===== config.mk =====
export PLATFORM = sky130hd
export DESIGN_NAME = ksyf_mul
export DESIGN_NICKNAME = d
export VERILOG_FILES = /design/src/sv/ksyf_pkg.sv /design/src/sv/ksyf_mul.sv
export SDC_FILE = /design/constraint.sdc
export NUM_CORES = 2
export LEC_CHECK = 0
export ABC_AREA = 1
export BUFFER_PORTS_ARGS = -buffer_cell sky130_fd_sc_hd__buf_4
export CORE_ASPECT_RATIO = 0.7
export CORE_UTILIZATION = 55
export CTS_BUF_LIST = sky130_fd_sc_hd__clkbuf_4
export CTS_CLUSTER_DIAMETER = 40
export DETAILED_ROUTE_END_ITERATION = 7
export GPL_TIMING_DRIVEN = 0
export PLACE_DENSITY_LB_ADDON = 0.05
export SLEW_MARGIN = 10
export SYNTH_ARGS = -nofsm -noshare
export SYNTH_HDL_FRONTEND = slang
export SYNTH_SLANG_ARGS = --single-unit

===== constraint.sdc =====
create_clock -name clock -period 17.4 [get_ports clock]
set_input_delay 2.61 -clock clock [delete_from_list [all_inputs] [get_ports clock]]
set_output_delay 2.61 -clock clock [all_outputs]
set_load 0.005 [all_outputs]

===== src/sv/ksyf_pkg.sv =====
// shared types, constants and saturation helpers for the speed/yaw filter
`default_nettype none

package ksyf_pkg;

   localparam int WORD_W        = 32;
   localparam int CSR_W         = 17;
   localparam int CSR_IDX_W     = 3;
   localparam int DT_W          = 20;
   localparam int OPD_W         = 33;
   localparam int PROD_FULL_W   = 2 * OPD_W;
   localparam int UVAL_W        = 31;
   localparam int PROD_W        = 2 * UVAL_W;
   localparam int DET_W         = 3 * UVAL_W;
   localparam int QUOT_W        = 31;
   localparam int FRAC_BITS_DEF = 16;

   localparam logic [WORD_W-1:0] VAR_RESET        = 32'd65536;
   localparam logic [CSR_W-1:0]  PROC_NOISE_RESET = 17'd6;
   localparam logic [CSR_W-1:0]  MEAS_NOISE_RESET = 17'd655;

   localparam logic [CSR_IDX_W-1:0] CSR_PROC_SPEED = 3'd0;
   localparam logic [CSR_IDX_W-1:0] CSR_PROC_YAW   = 3'd1;
   localparam logic [CSR_IDX_W-1:0] CSR_MEAS_SPEED = 3'd2;
   localparam logic [CSR_IDX_W-1:0] CSR_MEAS_YAW   = 3'd3;
   localparam logic [CSR_IDX_W-1:0] CSR_MEAS_GYRO  = 3'd4;

   localparam logic OP_PREDICT = 1'b0;
   localparam logic OP_UPDATE  = 1'b1;

   typedef struct packed {
      logic               opcode;
      logic signed [31:0] accel;
      logic signed [31:0] gyro_rate;
      logic [DT_W-1:0]    time_step;
      logic signed [31:0] enc_speed;
      logic signed [31:0] enc_yaw_rate;
   } req_data_type;

   typedef struct packed {
      logic signed [31:0] pos_x_out;
      logic signed [31:0] heading_out;
      logic signed [31:0] speed_out;
      logic signed [31:0] yaw_rate_out;
      logic               singular;
   } rsp_data_type;

   function automatic logic signed [31:0] sat34(input logic signed [33:0] x);
      logic signed [31:0] r;
      if (!x[33] && (x[32] || x[31])) begin
         r = 32'sh7FFFFFFF;
      end else if (x[33] && !(x[32] && x[31])) begin
         r = 32'sh80000000;
      end else begin
         r = x[31:0];
      end
      return r;
   endfunction

   function automatic logic signed [31:0] sat66(input logic signed [65:0] x);
      logic signed [31:0] r;
      if (!x[65] && (|x[64:31])) begin
         r = 32'sh7FFFFFFF;
      end else if (x[65] && !(&x[64:31])) begin
         r = 32'sh80000000;
      end else begin
         r = x[31:0];
      end
      return r;
   endfunction

   function automatic logic signed [31:0] add_sat(input logic signed [31:0] x,
                                                  input logic signed [31:0] y);
      return sat34({{2{x[31]}}, x} + {{2{y[31]}}, y});
   endfunction

endpackage

`default_nettype wire


===== src/sv/ksyf_mul.sv =====
// shared signed 33x33 multiplier with registered product
`default_nettype none

module ksyf_mul import ksyf_pkg::*; (
   input  wire                           clock,
   input  wire  signed [OPD_W-1:0]       op_a,
   input  wire  signed [OPD_W-1:0]       op_b,
   output logic signed [PROD_FULL_W-1:0] prod_ff
);

   logic signed [PROD_FULL_W-1:0] prod_in;

   assign prod_in = PROD_FULL_W'(op_a) * PROD_FULL_W'(op_b);

   always_ff @(posedge clock) begin
      prod_ff <= prod_in;
   end

endmodule

`default_nettype wire


==> impl_results.md <==
- Area fraction of the dominant cell type after synthesis: 53.1%
- Top flop regs: prod_ff (66)
- Main combinational cell family by area after synthesis: adder cells
- Post-CTS resize count: 0
- Clock edge transition at the registers on the reported setup and hold paths: 120 ps
- Post-CTS Setup Inserts: 0
- Crit Path Category: in -> reg
- YS warnings: 0
- Synth Register Bits: 66
- Final Hold Viols: 0
- Largest cells by area after synthesis: fa_1 53%, inv_1 16%, nand2_1 13%, ha_1 6.3%, dfxtp_1 3.1%
- Remaining global-route overflow: 0
- Routed via count: 35900
- Compound-Gate Fraction of Synth Area: 1.34%
- CP startpoint kind: input port
- Last element of the critical path: prod_ff[63]
- Clock Root Buffer: clkbuf_4
- Synth Area in XOR/XNOR: 0.791%
- DRT iter0 DRCs: 4323
- Setup TNS: 0 ps
- DRC Markers: 0
- Critical Path RT: 17780 ps
- DIE HEIGHT: 236 µm
- I/O pin total: 133
- Most common cell after layout, fill and taps aside: inv_1
- Final Setup Violations: 0
- Fin nets: 7058
- Adder-Cell Fraction of Synth Area: 59.4%
- Core Region: 77300 µm²
- Syn Nets: 6978
- Arr. time, crit path: 11770 ps
- Sequential-to-total area share from yosys stat: 3.06%
- Status: finished, violations left
- CTS tree: built
- Worst hold margin: 2690 ps
- Fmax achieved: 87.8 MHz
- H-tree levels: 3
- Dominant cell type by area after synthesis: fa_1
- First-pass GRT wire length: 251000 µm
- Vias/cell: 5.37
- Unrepaired setup endpoints after global routing: false
- Initial core utilization: 55.8%
- Area grow syn2layout: 4.71%
- Post-Syn Area per Cell: 7.78 µm²
- Rows: 85
- Sink Count: 66
- Mapped cell area: 43200 µm²
- Share of cells above drive strength 1: 2.88%
- Largest Register: prod_ff
- Tcrit/Tclk final: 65.5%
- Crit path capture type: register
- DIE WIDTH: 337 µm
- Routed wire length: 173000 µm
- Worst setup startpoint: op_b[11]
- CTS buffer count: 9
- Most frequent cells in the layout: 1896 x inv_1, 1523 x nand2_1, 1143 x fa_1
- Worst-path maximum fanout: 17
- Syn Inst Count: 5549
- Placer congestion estimate: 1.10
- Failing checks: capacitance limit, slew limit
- Post-route ant nets: 0
- Yosys cell types: 32
- Cts hold-fix bufs: 0
- WL/cell: 25.9 µm
- Total Routing Usage GR: 45.3%
- Die area: 79600 µm²
- Post-Synth Simple-Gate Area: 16.6%
- DRT Pass-1 Iters: 6
- Fin. max-slew vios: 44
- Hold Path Class: in -> reg
- CTS Buffer Depth: 2
- Max reg flops: 66
- Max_cap viols: 5
- IO buf count: 67
- Initial antenna violation count: 6
- Max-slew headroom: -3.39%
- Mux cell area share after synthesis: 0%
- Vias in the first global route: 36800
- Slew @ Worst Pin: 1550 ps
- Largest net degree at the start of global routing: 28
- Final HPWL DP: 147000 µm
- Tmin final: 11400 ps
==> logic make-up after synthesis <==
family | after synthesis
AOI/OAI and AO/OA | 105
xor gates and xnor gates | 39
adders and majority gates | 1362
buffers and inverters | 2165
DFF | 66
and+or+nand+nor | 1812
==> area by class of cell <==
cell class / instances / area (µm²)
sequential: 66 / 1320
timing repair buffer: 69 / 529
fill: 7428 / 32100
clock inverter: 4 / 76.3
inverter: 1902 / 7140
multi-input combinational: 3318 / 33700
antenna: 4 / 10.0
tap: 1044 / 1310
buffer: 263 / 1000
clock buffer: 12 / 90.1
==> critical path, stage by stage <==
cell and delay (ps):
clkbuf_1 650, clkbuf_1 1080, nand2_1 170, fa_1 640, fa_1 460, fa_1 570, inv_1 80, fa_2 960
fa_1 550, fa_1 550, fa_1 500, inv_1 50, fa_1 690, inv_1 100, ha_1 580, nand2_1 150
nor2_1 280, nand2_1 310, nor4_1 350, nand2_1 220, nand3_1 140, nand2_1 50
==> per-layer routing <==
layer	global-route usage (%)	routed length (µm)
met4	19.9	9540
met1	62.2	67300
met2	63.6	69600
met3	17.4	26200
met5	0	148
==> how the worst min path moves through the flow <==
stage	startpoint	endpoint	slack (ps)	cells after the start
after CTS	op_a[0]	prod_ff[0]	2580	3
after floorplan	op_a[0]	prod_ff[0]	2870	3
after global routing	op_a[0]	prod_ff[0]	2620	3
after global placement	prod_ff[12]	prod_ff[12]	2990	1
after detailed placement	prod_ff[8]	prod_ff[8]	2990	1
final	op_a[0]	prod_ff[0]	2690	3
==> metrics by stage <==
| stage | util, % | setup slack [ps] | cells | area [µm²] |
|---|---|---|---|---|
| 6_report | 58.5 | 6000 | 6682 | 45200 |
| 5_1_grt | 58.5 | 5950 | 6680 | 45200 |
| 4_1_cts | 58.4 | 6050 | 6677 | 45200 |
| 3_5_place_dp | 58.2 | 5590 | 6661 | 45000 |
| 3_3_place_gp | 58.2 | 5420 | 6660 | 45000 |
| 2_1_floorplan | - | 8030 | 5549 | 43200 |
==> cells in the mapped netlist <==
cell,count
fa_1,1145
a21o_1,3
a21oi_1,61
nor2_1,125
nand3_2,8
nor3_1,8
o21ai_0,18
nor4_1,5
o21ai_1,6
nand2_2,15
or2_1,1
xnor2_1,4
and2_1,2
nand4_1,19
nor2_4,4
a21oi_2,3
or2_2,5
o21a_1,1
inv_1,1896
nand2_1,1523
nand3_1,70
nor2_2,22
buf_1,2
clkbuf_1,261
nand3b_1,4
and2_0,1
a21boi_0,1
inv_2,6
dfxtp_1,66
o21bai_1,12
xor2_1,35
ha_1,217
Power is not shown: default switching activity piles up to over one toggle a cycle in this logic, so the estimate is an artifact.
