`src/sv/ksyf_pkg.sv`:
```
// shared types, constants and saturation helpers for the speed/yaw filter
`default_nettype none

package ksyf_pkg;

   localparam int WORD_W        = 32;
   localparam int CSR_W         = 17;
   localparam int CSR_IDX_W     = 3;
   localparam int DT_W          = 20;
   localparam int OPD_W         = 33;
   localparam int PROD_FULL_W   = 2 * OPD_W;
   localparam int UVAL_W        = 31;
   localparam int PROD_W        = 2 * UVAL_W;
   localparam int DET_W         = 3 * UVAL_W;
   localparam int QUOT_W        = 31;
   localparam int FRAC_BITS_DEF = 16;

   localparam logic [WORD_W-1:0] VAR_RESET        = 32'd65536;
   localparam logic [CSR_W-1:0]  PROC_NOISE_RESET = 17'd6;
   localparam logic [CSR_W-1:0]  MEAS_NOISE_RESET = 17'd655;

   localparam logic [CSR_IDX_W-1:0] CSR_PROC_SPEED = 3'd0;
   localparam logic [CSR_IDX_W-1:0] CSR_PROC_YAW   = 3'd1;
   localparam logic [CSR_IDX_W-1:0] CSR_MEAS_SPEED = 3'd2;
   localparam logic [CSR_IDX_W-1:0] CSR_MEAS_YAW   = 3'd3;
   localparam logic [CSR_IDX_W-1:0] CSR_MEAS_GYRO  = 3'd4;

   localparam logic OP_PREDICT = 1'b0;
   localparam logic OP_UPDATE  = 1'b1;

   typedef struct packed {
      logic               opcode;
      logic signed [31:0] accel;
      logic signed [31:0] gyro_rate;
      logic [DT_W-1:0]    time_step;
      logic signed [31:0] enc_speed;
      logic signed [31:0] enc_yaw_rate;
   } req_data_type;

   typedef struct packed {
      logic signed [31:0] pos_x_out;
      logic signed [31:0] heading_out;
      logic signed [31:0] speed_out;
      logic signed [31:0] yaw_rate_out;
      logic               singular;
   } rsp_data_type;

   function automatic logic signed [31:0] sat34(input logic signed [33:0] x);
      logic signed [31:0] r;
      if (!x[33] && (x[32] || x[31])) begin
         r = 32'sh7FFFFFFF;
      end else if (x[33] && !(x[32] && x[31])) begin
         r = 32'sh80000000;
      end else begin
         r = x[31:0];
      end
      return r;
   endfunction

   function automatic logic signed [31:0] sat66(input logic signed [65:0] x);
      logic signed [31:0] r;
      if (!x[65] && (|x[64:31])) begin
         r = 32'sh7FFFFFFF;
      end else if (x[65] && !(&x[64:31])) begin
         r = 32'sh80000000;
      end else begin
         r = x[31:0];
      end
      return r;
   endfunction

   function automatic logic signed [31:0] add_sat(input logic signed [31:0] x,
                                                  input logic signed [31:0] y);
      return sat34({{2{x[31]}}, x} + {{2{y[31]}}, y});
   endfunction

endpackage

`default_nettype wire

```
`src/sv/ksyf_div.sv`:
```
// bit-serial restoring divider: floor(num * 2^frac / den), saturated to 31 ones
`default_nettype none

module ksyf_div import ksyf_pkg::*; #(
   parameter int FRAC_BITS = FRAC_BITS_DEF
) (
   input  wire                           clock,
   input  wire                           reset,
   input  wire                           start,
   input  wire  [PROD_W-1:0]             num,
   input  wire  [DET_W-FRAC_BITS-1:0]    den,
   output logic                          done_ff,
   output logic [QUOT_W-1:0]             quot_ff
);

   localparam int NW = PROD_W + FRAC_BITS;
   localparam int TW = DET_W - FRAC_BITS + QUOT_W;
   localparam int CW = (NW > TW) ? NW : TW;
   localparam int BW = $clog2(QUOT_W + 1);

   logic [CW-1:0] n_ff;
   logic [CW-1:0] t_ff;
   logic [BW-1:0] bit_ff;
   logic          busy_ff;
   logic          ge;

   assign ge = (n_ff >= t_ff);

   always_ff @(posedge clock) begin
      if (reset) begin
         busy_ff <= 1'b0;
         done_ff <= 1'b0;
      end else begin
         done_ff <= 1'b0;
         if (start) begin
            n_ff    <= CW'({num, {FRAC_BITS{1'b0}}});
            t_ff    <= CW'({den, {QUOT_W{1'b0}}});
            bit_ff  <= BW'(QUOT_W);
            quot_ff <= '0;
            busy_ff <= 1'b1;
         end else if (busy_ff) begin
            if (bit_ff == BW'(QUOT_W)) begin
               // quotient would not fit in 31 bits
               if (ge) begin
                  quot_ff <= '1;
                  busy_ff <= 1'b0;
                  done_ff <= 1'b1;
               end else begin
                  t_ff   <= t_ff >> 1;
                  bit_ff <= bit_ff - 1'b1;
               end
            end else begin
               if (ge) begin
                  n_ff <= n_ff - t_ff;
               end
               quot_ff <= {quot_ff[QUOT_W-2:0], ge};
               if (bit_ff == '0) begin
                  busy_ff <= 1'b0;
                  done_ff <= 1'b1;
               end else begin
                  t_ff   <= t_ff >> 1;
                  bit_ff <= bit_ff - 1'b1;
               end
            end
         end
      end
   end

endmodule

`default_nettype wire
```
`config.mk`:
```
export PLATFORM = sky130hd
export DESIGN_NAME = ksyf_div
export DESIGN_NICKNAME = d
export VERILOG_FILES = /design/src/sv/ksyf_pkg.sv /design/src/sv/ksyf_div.sv
export SDC_FILE = /design/constraint.sdc
export NUM_CORES = 1
export LEC_CHECK = 0
export BUFFER_PORTS_ARGS = -buffer_cell sky130_fd_sc_hd__buf_2
export CORE_ASPECT_RATIO = 1.25
export CORE_MARGIN = 2
export CORE_UTILIZATION = 60
export CTS_BUF_LIST = sky130_fd_sc_hd__clkbuf_8 sky130_fd_sc_hd__clkbuf_16
export CTS_CLUSTER_SIZE = 20
export DETAILED_ROUTE_END_ITERATION = 10
export GPL_ROUTABILITY_DRIVEN = 0
export PLACE_DENSITY = 0.88
export SETUP_SLACK_MARGIN = 0.3
export SYNTH_ARGS = -nofsm -noshare
export SYNTH_HDL_FRONTEND = slang
export SYNTH_SLANG_ARGS = --single-unit
```
`constraint.sdc`:
```
create_clock -name clock -period 9.7 [get_ports clock]
set_clock_uncertainty 0.2 [all_clocks]
set_input_delay 0.97 -clock clock [delete_from_list [all_inputs] [get_ports clock]]
set_output_delay 0.97 -clock clock [all_outputs]
set_load 0.03 [all_outputs]
```
==> results.json, run 1 <==
{
  "fin_nets": 2268,
  "postLayoutCellArea_um2": 18890,
  "whs_ns": 0.3157,
  "ys_seq_area_share_pct": 44.79,
  "endpoint_kind": "register",
  "rsz0062_at_grt": "no",
  "utilization_pct": 68.11,
  "ys_top_cells_by_count": "edfxtp_1 (252), nand2_1 (238), o21ai_0 (228), nor2_1 (210), a21oi_1 (161)",
  "path_common_cell": "a21oi_1",
  "cts_sinks": 254,
  "portBuffers": 173,
  "die_x_um": 154.5,
  "drcViolationCount": 0,
  "clk_pin_slew_worst_paths_ns": 0.06,
  "ys_ff_latch": 254,
  "area_growth_pct": 11.22,
  "synth_edf_count": 252,
  "synth_top_area_cell": "edfxtp_1",
  "yosysUniqueCellTypes": 66,
  "syn_inst": 1902,
  "die-area_um2": 29680,
  "place_area_um2": 18010,
  "timing_worst_setup_path_type": "reg -> reg",
  "dp_hpwl_um": 31360,
  "syn_area_per_cell_um2": 8.930,
  "fill_cells": 2109,
  "ir_drop_mv": 0.1390,
  "ant_nets": 0,
  "std_cell_rows": 68,
  "drv_cap": 0,
  "setup_viol": 0,
  "synth-async-reset-ratio_pct": 0,
  "core_um2": 27740,
  "cpPeakStageDelay_ns": 0.96,
  "worst-path-max-fanout": 69,
  "htreeDepth": 1,
  "yosys_warnings": 0,
  "power_leakage_nw": 7.849,
  "post-route-period-util_pct": 57.92,
  "final_hold_viol_count": 0,
  "first_pass_iters": 7,
  "vias": 14790,
  "cts_root_buf": "clkbuf_16",
  "viasPerCell": 6.209,
  "path_cells": "ha_1 -> a221oi_1 -> o21ai_1 -> a21o_1 -> a21oi_1 -> a21oi_1 -> o21ai_0 -> o211ai_1 -> a21oi_1 -> o31a_1 -> nand2b_1 -> a31oi_1 -> nor2_4 -> buf_4",
  "ys.flop_type": "edfxtp_1",
  "grt_first_pass_wirelength_um": 69860,
  "max_freq_ghz": 0.1780,
  "drive_gt1_share_pct": 11.96,
  "grtUsageTotal_pct": 28.89,
  "min_path_type": "reg -> reg",
  "diodes": 0,
  "grt_overflow": 0,
  "synth_area_um2": 16990,
  "slew_violations": 0,
  "p_per_area_nw_per_um2": 178.5,
  "synth.most_common_cell": "edfxtp_1",
  "hold_depth": 2,
  "synth.top_cells.by_area": "edfxtp_1 (45%), ha_1 (8.2%), o21ai_0 (6.7%)",
  "tns_ns": 0,
  "postCtsSetupBuffers": 0,
  "clk_latency_ns": 0.56,
  "start_util_pct": 61.24,
  "cp_data_arrival_time_ns": 5.59,
  "cp.required_ns": 9.67,
  "antenna_found_initial": 1,
  "fp.dieH_um": 192.1,
  "worst_pin_slew_ns": 1.209,
  "grt_max_degree": 153,
  "drt_iter0_drc": 1768,
  "synth_top_area_share_pct": 44.55,
  "status": "finished clean",
  "period_minus_slack_ns": 5.619,
  "startpoint_type": "register",
  "grt_pass1_vias": 14400,
  "syn-num-nets": 2156,
  "cts_tree": "built",
  "drt-wirelength-per-cell_um": 18.36,
  "ios": 174,
  "clock_path_buffers": 3,
  "slew_headroom_pct": 19.21,
  "cts_resized": 0,
  "wirelength_um": 43740,
  "postCtsHoldBufs": 0,
  "cts_buffers": 26,
  "r2r_cells": 14,
  "slowest_stage": "nor2_4"
}
## critical path, delay by kind of cell, from the launching register on
family / cells / cell delay, ns
buffers and inverters: 1 / 0.87
AO/OA/AOI/OAI: 10 / 2.09
adder cells (fa/ha/maj): 1 / 0.43
flip-flops: 1 / 0.40
AND/OR/NAND/NOR: 2 / 1.12
## metal layers
layer / global-route usage, % / up-vias / wire length [um]
met4: 13.39 / 2 / 1927
li1: - / 6984 / -
met1: 35.09 / 6938 / 17070
met2: 51.25 / 718 / 21580
met5: 0 / - / 12
met3: 3.745 / 149 / 3154
## per-stage QoR
stage	power [W]	instances	setup slack (ns)
6_report	0.003371	2382	4.081
5_1_grt	0.003511	2382	3.619
4_1_cts	0.003353	2382	4.079
3_5_place_dp	0.002303	2336	4.152
3_3_place_gp	0.002264	2336	4.413
2_1_floorplan	0.002070	1902	1.679
## cells in the final DEF, fill, tap and decap left out, drive strengths merged, types with 50 or more instances in the layout
cell type and instances:
edfxtp 252, nand2 239, o21ai 230, nor2 210, buf 180, a21oi 162, inv 145, ha 111
xnor2 57, a21o 50
## layout make-up
type,instances,area [um2],share of cell area (%)
timing repair buffer,180,928.4,4.915
sequential,254,7607,40.27
clock inverter,20,232.7,1.232
multi-input combinational,1410,8501,45.00
inverter,142,533.0,2.822
clock buffer,26,650.6,3.444
tap,350,437.9,2.318
## state kept, by name, indices dropped and copies added (netlist names)
register and flops:
n_ff 108, t_ff 108, quot_ff 31, bit_ff 5, busy_ff 1, done_ff 1
## path summary, 6_finish.rpt
check / start / end / slack (ns)
max: n_ff[13] / t_ff[56] / 4.08
min: busy_ff / done_ff / 0.32
max reg2reg: n_ff[13] / t_ff[56] / 4.08
min reg2reg: busy_ff / done_ff / 0.32
## kinds of logic (layout without fill, tap and decap cells)
logic type / count (synthesis) / in the layout / synth area share (%)
buffers and inverters: 238 / 368 / 5.267
flip-flops: 254 / 254 / 44.79
multiplexers: 6 / 6 / 0.3830
adder cells (fa/ha/maj): 112 / 112 / 8.295
XOR/XNOR: 97 / 97 / 5.002
AO/OA/AOI/OAI: 571 / 571 / 19.93
AND/OR/NAND/NOR: 624 / 624 / 16.33
## where the power goes
group	switching (W)	total (W)	internal, W
combinational	0.000607	0.000957	0.000350
clock	0.000435	0.00106	0.000621
sequential	0.0000294	0.00136	0.00133
Note: power is estimated with default switching activity, not from simulation.
==> run 2, diff against run 1 <==
Settings changed: CORE_UTILIZATION 60 to 55, PLACE_DENSITY 0.88 to 0.85.
Clock period 9.7 ns to 5.16 ns, I/O delays scaled along.
==> run 2 against run 1 <==
Die area up 8.9%. Critical path depth down 1. Worst hold slack worse by 0.27 ns. Sequential cell count unchanged.
==> results.json, run 2 (synthesis results as in run 1) <==
{
  "status": "finished clean",
  "drt_iter0_drc": 1414,
  "tns_ns": 0,
  "total_power_w": 0.006194,
  "cp.required_ns": 5.24,
  "p_per_area_nw_per_um2": 326.7,
  "max_freq_ghz": 0.2249,
  "clk_pin_slew_worst_paths_ns": 0.06,
  "grtUsageTotal_pct": 25.48,
  "power.internal_w": 0.004210,
  "cp_data_arrival_time_ns": 4.52,
  "p_sw_w": 0.001985,
  "crit_end": "n_ff[96]",
  "period_minus_slack_ns": 4.447,
  "postCtsHoldBufs": 0,
  "drv_cap": 0,
  "viasPerCell": 5.910,
  "vias": 14400,
  "final_hold_viol_count": 0,
  "drive_gt1_share_pct": 12.15,
  "fill_cells": 2462,
  "cts_buffers": 26,
  "postLayoutCellArea_um2": 18960,
  "r2r_end": "n_ff[96]",
  "clk_latency_ns": 0.56,
  "r2r-start": "n_ff[13]",
  "grt_max_degree": 167,
  "slew_violations": 0,
  "grt_first_pass_wirelength_um": 68440,
  "ir_drop_mv": 0.2201,
  "register_area_um2": 7607,
  "fin_nets": 2269,
  "p_clk_share_pct": 30.0,
  "clock_path_buffers": 3,
  "worstSetupStartpoint": "n_ff[13]",
  "drt-wirelength-per-cell_um": 17.26,
  "slew_headroom_pct": 26.49,
  "cts_sinks": 254,
  "ant_nets": 0,
  "cts_root_buf": "clkbuf_16",
  "postCtsSetupBuffers": 0,
  "worst_pin_slew_ns": 1.103,
  "dp_hpwl_um": 30460,
  "die_x_um": 161.2,
  "timing_worst_setup_path_type": "reg -> reg",
  "cts_tree": "built",
  "endpoint_kind": "register",
  "area_growth_pct": 11.65,
  "rsz0062_at_grt": "no",
  "first_pass_iters": 6,
  "min_path_type": "in -> reg",
  "start_util_pct": 56.07,
  "final_cell_mix": "edfxtp_1 (252), nand2_1 (238), o21ai_0 (227)",
  "die-area_um2": 32310,
  "wirelength_um": 42040,
  "place_ws_ns": 0.8277,
  "top_regs": "n_ff (108), t_ff (108), quot_ff (31)",
  "final_common_cell": "edfxtp_1",
  "htreeDepth": 1,
  "startpoint_type": "register",
  "cts_resized": 0,
  "utilization_pct": 62.60,
  "antenna_found_initial": 2,
  "multi_input_area_um2": 8509,
  "r2r_cells": 13,
  "power_leakage_nw": 7.853,
  "grt_pass1_vias": 14270,
  "std_cell_rows": 71,
  "post-route-period-util_pct": 86.18,
  "worst_slack_ns": 0.7133,
  "p_comb_share_pct": 28.9,
  "worst-path-max-fanout": 7,
  "grt_overflow": 0,
  "r2r_slack_ns": 0.71,
  "portBuffers": 173,
  "drcViolationCount": 0,
  "pwr-share-seq_pct": 41.2,
  "setup_viol": 0,
  "fp.dieH_um": 200.5,
  "ios": 174,
  "place_area_um2": 18120,
  "netSwitchingFraction_pct": 32.04,
  "core_um2": 30290
}
[run 2: changes by cell type in the layout (fill, tap and decap cells not counted), sizes merged]
| cell | change |
|---|---|
| bufinv | -3 |
| clkinv | -3 |
| inv | +3 |
| clkbuf | +2 |
| diode | +2 |
| buf | +1 |
| clkinvlp | +1 |
[run 2: routing by layer]
| layer | up-vias | track usage, % | part of all wire, % |
|---|---|---|---|
| met4 | 0 | 12.40 | 4.8 |
| li1 | 6989 | - | - |
| met3 | 141 | 3.223 | 5.9 |
| met2 | 589 | 44.41 | 49 |
| met1 | 6677 | 31.21 | 40 |
| met5 | - | 0 | 0 |
[run 2: power by group through the flow]
stage / Combinational (W) / Sequential (W) / Clock (W)
floorplan: 0.00127 / 0.00261 / 0
global placement: 0.00169 / 0.00259 / 0
detailed placement: 0.00174 / 0.00259 / 0
CTS: 0.00176 / 0.00255 / 0.00187
global route: 0.00198 / 0.00256 / 0.00195
finish: 0.00179 / 0.00255 / 0.00186
[run 2: worst min path at each step]
stage | start | to | slack (ns) | cells past startpoint
6_report | den[63] | t_ff[94] | 0.04 | 3
3_3_place_gp | busy_ff | done_ff | 0.29 | 2
4_1_cts | den[63] | t_ff[94] | 0.03 | 3
2_1_floorplan | busy_ff | done_ff | 0.26 | 2
5_1_grt | num[11] | n_ff[27] | 0.04 | 3
3_5_place_dp | busy_ff | done_ff | 0.29 | 2
[run 2: worst max-delay path: stages (launching register included)]
cell	delay [ns]
edfxtp_1	0.37
ha_1	0.42
a221oi_1	0.32
o21ai_1	0.11
a21o_1	0.16
a21oi_1	0.35
a211oi_1	0.14
or3_1	0.45
a31oi_1	0.49
nor4_1	0.10
or3_1	0.46
a21oi_1	0.35
xor2_1	0.19
nor2_1	0.05
[run 2: cell type report]
type	count	share of cell area, %
Sequential cell	254	40.12
Multi-Input combinational cell	1410	44.87
Clock buffer	28	3.576
Tap cell	401	2.646
Antenna cell	2	0.02639
Inverter	142	2.811
Clock inverter	18	0.8182
Timing Repair Buffer	181	5.133
[run 2: stage by stage]
step	std cells	hold slack [ns]
after global routing	2436	0.04277
after global placement	2388	0.2861
after detailed placement	2388	0.2893
after floorplan	1902	0.2569
after CTS	2434	0.02540
final	2436	0.04428
